### config.mk
export PLATFORM = sky130hd
export DESIGN_NAME = g2enu_mulq
export DESIGN_NICKNAME = d
export VERILOG_FILES = /design/src/design/g2enu_pkg.sv /design/src/design/g2enu_mulq.sv
export SDC_FILE = /design/constraint.sdc
export NUM_CORES = 2
export LEC_CHECK = 0
export BUFFER_PORTS_ARGS = -buffer_cell sky130_fd_sc_hd__buf_2
export CAP_MARGIN = 20
export CORE_UTILIZATION = 45
export CTS_CLUSTER_SIZE = 28
export DETAILED_ROUTE_END_ITERATION = 10
export SLEW_MARGIN = 10
export SYNTH_ARGS = -nofsm -noshare
export SYNTH_HDL_FRONTEND = slang
export SYNTH_SLANG_ARGS = --single-unit
### constraint.sdc
create_clock -name aclk -period 8.23 [get_ports aclk]
set_input_delay 1.646 -clock aclk [delete_from_list [all_inputs] [get_ports aclk]]
set_output_delay 1.646 -clock aclk [all_outputs]
set_load 0.05 [all_outputs]
### src/design/g2enu_pkg.sv
// Shared constants, types and helper functions for the geographic to ENU core.
// No dependencies; imported by g2enu_cordic, g2enu_mulq and the top level.
`default_nettype none

package g2enu_pkg;

    localparam int ANGLE_W  = 31;   // angle port width (longitude format)
    localparam int TRIG_W   = 32;   // Q1.30 sine/cosine
    localparam int Z_W      = 33;   // CORDIC residual angle, Q2.30
    localparam int OUT_W    = 36;   // east/north/up width
    localparam int CORDIC_STEPS = 30;

    localparam longint PI_Q30          = 64'sd3373259426;
    localparam longint HALF_PI_Q30     = 64'sd1686629713;
    localparam longint TWO_PI_Q30      = 64'sd6746518852;
    localparam longint CORDIC_GAIN_Q30 = 64'sd652032874;
    localparam longint RADIUS_METRES   = 64'sd6371229;

    typedef enum logic [1:0] {
        CFG_RADIUS     = 2'd0,
        CFG_ORIGIN_LON = 2'd1,
        CFG_ORIGIN_LAT = 2'd2
    } cfg_addr_t;

    // Rotation angle of CORDIC step i, Q2.30.
    function automatic logic signed [Z_W-1:0] atan_q30(input int i);
        logic signed [Z_W-1:0] a;
        case (i)
            0: a = 33'sd843314856;
            1: a = 33'sd497837829;
            2: a = 33'sd263043836;
            3: a = 33'sd133525158;
            4: a = 33'sd67021686;
            5: a = 33'sd33543515;
            6: a = 33'sd16775850;
            7: a = 33'sd8388437;
            8: a = 33'sd4194282;
            9: a = 33'sd2097149;
            default: a = Z_W'(longint'(1) <<< (30 - i));
        endcase
        return a;
    endfunction

    // Register stages through g2enu_cordic for a given angle format.
    function automatic int trig_latency(input int afb);
        return 65 - afb;
    endfunction

endpackage

`default_nettype wire

### src/design/g2enu_mulq.sv
// Pipelined signed product scaled by 2^-30, rounded half away from zero.
// Three register stages; uses g2enu_pkg.
`default_nettype none

module g2enu_mulq
    import g2enu_pkg::*;
#(
    parameter int A_W = 34,
    parameter int B_W = 32,
    parameter int P_W = 34
) (
    input  wire logic                  aclk,
    input  wire logic                  en,
    input  wire logic signed [A_W-1:0] a,
    input  wire logic signed [B_W-1:0] b,
    output logic signed [P_W-1:0]      p
);

    localparam int LO_W = (A_W + 1) / 2;
    localparam int HI_W = A_W - LO_W;
    localparam int S_W  = A_W + B_W + 1;
    localparam int M_W  = S_W - 30;

    logic [A_W-1:0]         ua_reg;
    logic [B_W-1:0]         ub_reg;
    logic                   neg1_reg, neg2_reg;
    logic [HI_W+B_W-1:0]    ph_reg;
    logic [LO_W+B_W-1:0]    pl_reg;
    logic signed [P_W-1:0]  p_reg;
    logic [S_W-1:0]         sum;
    logic [M_W-1:0]         mag;

    // Split the wide operand so each partial product stays narrow.
    always_comb begin
        sum = (S_W'(ph_reg) << LO_W) + S_W'(pl_reg) + (S_W'(1) << 29);
        mag = sum[S_W-1:30];
    end

    always_ff @(posedge aclk) begin
        if (en) begin
            ua_reg   <= a[A_W-1] ? A_W'(-a) : A_W'(a);
            ub_reg   <= b[B_W-1] ? B_W'(-b) : B_W'(b);
            neg1_reg <= a[A_W-1] ^ b[B_W-1];
            ph_reg   <= (HI_W+B_W)'(ua_reg[A_W-1:LO_W]) * (HI_W+B_W)'(ub_reg);
            pl_reg   <= (LO_W+B_W)'(ua_reg[LO_W-1:0]) * (LO_W+B_W)'(ub_reg);
            neg2_reg <= neg1_reg;
            p_reg    <= neg2_reg ? -$signed(P_W'(mag)) : $signed(P_W'(mag));
        end
    end

    assign p = p_reg;

endmodule

`default_nettype wire

==> metrics.txt <==
Ys Warns=0; clock latency on the worst-skew pair=0.51 ns; unrepaired setup endpoints after global routing=no; status=finished, final reports clean; met3 GRT Util=0.0562; core area=95300 sq um; first-pass GRT wire length=181000 um; share of post-route cells with drive strength above 1=0.0598; Critical Path AT=8.03 ns; Max Cap Violations=0; Distinct cells, synth=88; Synth Register Bits=181; hpwl dp=90600 um; Final Cycle Share=0.946; register area share after synthesis=0.125; Main synth FF type=edfxtp_1; clock buffer depth=2; CP Capture Type=register; CTS tree=built; Post-Syn Area=43500 sq um; Hold-fix buffers, CTS=0; vias in the first global route=32800; die area=97800 sq um; Root Buffer=clkbuf_16; met1 GRT Util=0.334; Num CTS Buffers=17; Slew headroom=0.270; port bufs=101; CP Launch Type=register; Crit Path Category=reg2reg; vias per std cell=5.19; Final ANT Viol Nets=0; area leader, netlist=fa_1; die height=313 um; CP required=8.48 ns; Clock Sink Count=181; largest cells by area after synthesis=fa_1 41%, edfxtp_1 13%, inv_1 9.2%; area grow syn2layout=6.11%; Routed WL=111000 um; Vias=31100; htree depth=4; Final setup viols=0; Max Clock Skew=0.0179 ns; share of the synthesized area in the top cell type=0.412; Layout Nets=5978; GRT busiest layer=met2; setup TNS=0 ns; n_diodes=0; gr ovfl total=0; average wire per cell in the routed design=18.6 um; initial antenna violation count=5; mean area per synthesized cell=9.19 sq um; syn nets=5988; Crit Reg-Reg Startpoint=ub_reg[3]; crit path from=ub_reg[3]; Iter 0 DRT Violations=1878; final number of hold-violating endpoints=0; clock transition at the registers of the reported paths=0.08 ns; postcts setup bufs=0; Max FO, Critical Path=20; Max Slew Vio Count=0; number of synthesized flops with an enable pin=181; Largest register FFs=47; Cell Rows=113; Hold Path Class=reg2reg; Cells after Synth=4727; floorplan die width=313 um; Slew @ Worst Pin=1.09 ns; Hold Crit Start=neg1_reg; fillers=9110; PostCTS Resize Cnt=0; DRT Pass-1 Iters=5; Final Critical Period=7.78 ns; async set or reset register ratio after synthesis=0; Final GP Congestion=0.881; initial core utilization=0.456; IO Pins=102; met2 GRT Util=0.372; pin count of the biggest net entering global routing=84; GR Util All Layers=0.237; DRC errors left=0; Fmax=128 MHz
[cell usage in the layout, fill, tap and decap left out, types with 16 or more instances in the layout]
cell type  instances
a21o_1            51
a21oi_1           83
and2_1           408
buf_2            100
buf_4             98
clkbuf_16         17
edfxtp_1         181
fa_1             895
ha_1             298
inv_1           1067
nand2_1          791
nand3_1           27
nand4_1           21
nor2_1            86
nor2b_1           16
nor3_1            22
o21a_1            21
o21ai_0           80
o31ai_1           22
xnor2_1          138
xor2_1            42
[metal layers]
metal	part of all wire	wire length [um]
met2	0.45	50600
met5	0.00024	27
met3	0.078	8630
met1	0.45	50200
met4	0.016	1840
[critical path: stages, from the launching register on]
cell and delay (ns):
edfxtp_1 1.07, buf_4 0.31, nand2_1 0.09, fa_1 0.44
inv_1 0.08, fa_1 0.43, fa_1 0.56, fa_1 0.44
fa_1 0.51, fa_1 0.41, ha_1 0.33, a21o_1 0.18
a221oi_1 0.39, buf_4 0.20, nor2b_1 0.18, o22a_1 0.18
o21ai_0 0.10, o21ai_0 0.30, buf_4 0.19, o21ai_0 0.13
a221o_1 0.35, a21oi_1 0.29, o221ai_1 0.19, xor2_1 0.16
[kinds of logic after synthesis]
group	Yosys count	share of synthesized area
adders and majority gates	1193	0.498
AOI/OAI and AO/OA	399	0.0635
xor gates and xnor gates	180	0.0363
muxes	5	0.00118
buffers and inverters	1302	0.113
DFF	181	0.125
and+or+nand+nor	1467	0.163
[path summary, 6_finish.rpt]
path                      to  slack (ns)  cells past startpoint
setup / recovery  pl_reg[44]        0.45                     23
hold / removal      neg2_reg        0.56                      0
setup reg to reg  pl_reg[44]        0.45                     23
hold reg to reg     neg2_reg        0.56                      0
[through the flow]
step                worst slack [ns]  instance area (sq um)  utilization  instances  hold WS (ns)
finish                         0.446                  46100        0.484       5995         0.560
global route                  0.0782                  46100        0.484       5995         0.610
CTS                            0.501                  46100        0.484       5995         0.575
detailed placement             0.519                  45500        0.478       5963         0.555
global placement               0.534                  45500        0.478       5963         0.556
floorplan                       1.56                  43500            -       4727         0.400
[synth_stat cells (all sizes together) (5+ instances only)]
master / n
and2: 409
nor2b: 16
nor3: 23
buf: 10
xnor2: 138
o2111ai: 5
fa: 895
a21boi: 6
o221ai: 5
edfxtp: 181
o21bai: 10
nand4: 22
o21ai: 88
a21o: 51
nor4: 9
nand2: 791
o41ai: 16
nor2: 86
or4: 16
xor2: 42
and3: 9
a221oi: 7
o21a: 21
o211ai: 15
a21oi: 89
nand2b: 13
ha: 298
nand3: 27
and4: 7
or2: 9
a31oi: 15
inv: 1067
o31ai: 22
a211oi: 8
clkbuf: 225
or3: 14
[area by class of cell]
cell class              instances  area [sq um]  share of cell area
clock inverters                15           164             0.00355
well taps                    1265          1580              0.0343
flip-flops and latches        181          5440               0.118
repair buffers                206          1390              0.0301
clock buffers                  17           425             0.00923
multi-input cells            3244         33100               0.718
inverters                    1067          4010              0.0869
Power is not shown: default switching activity piles up to over one toggle a cycle in this logic, so the estimate is an artifact.
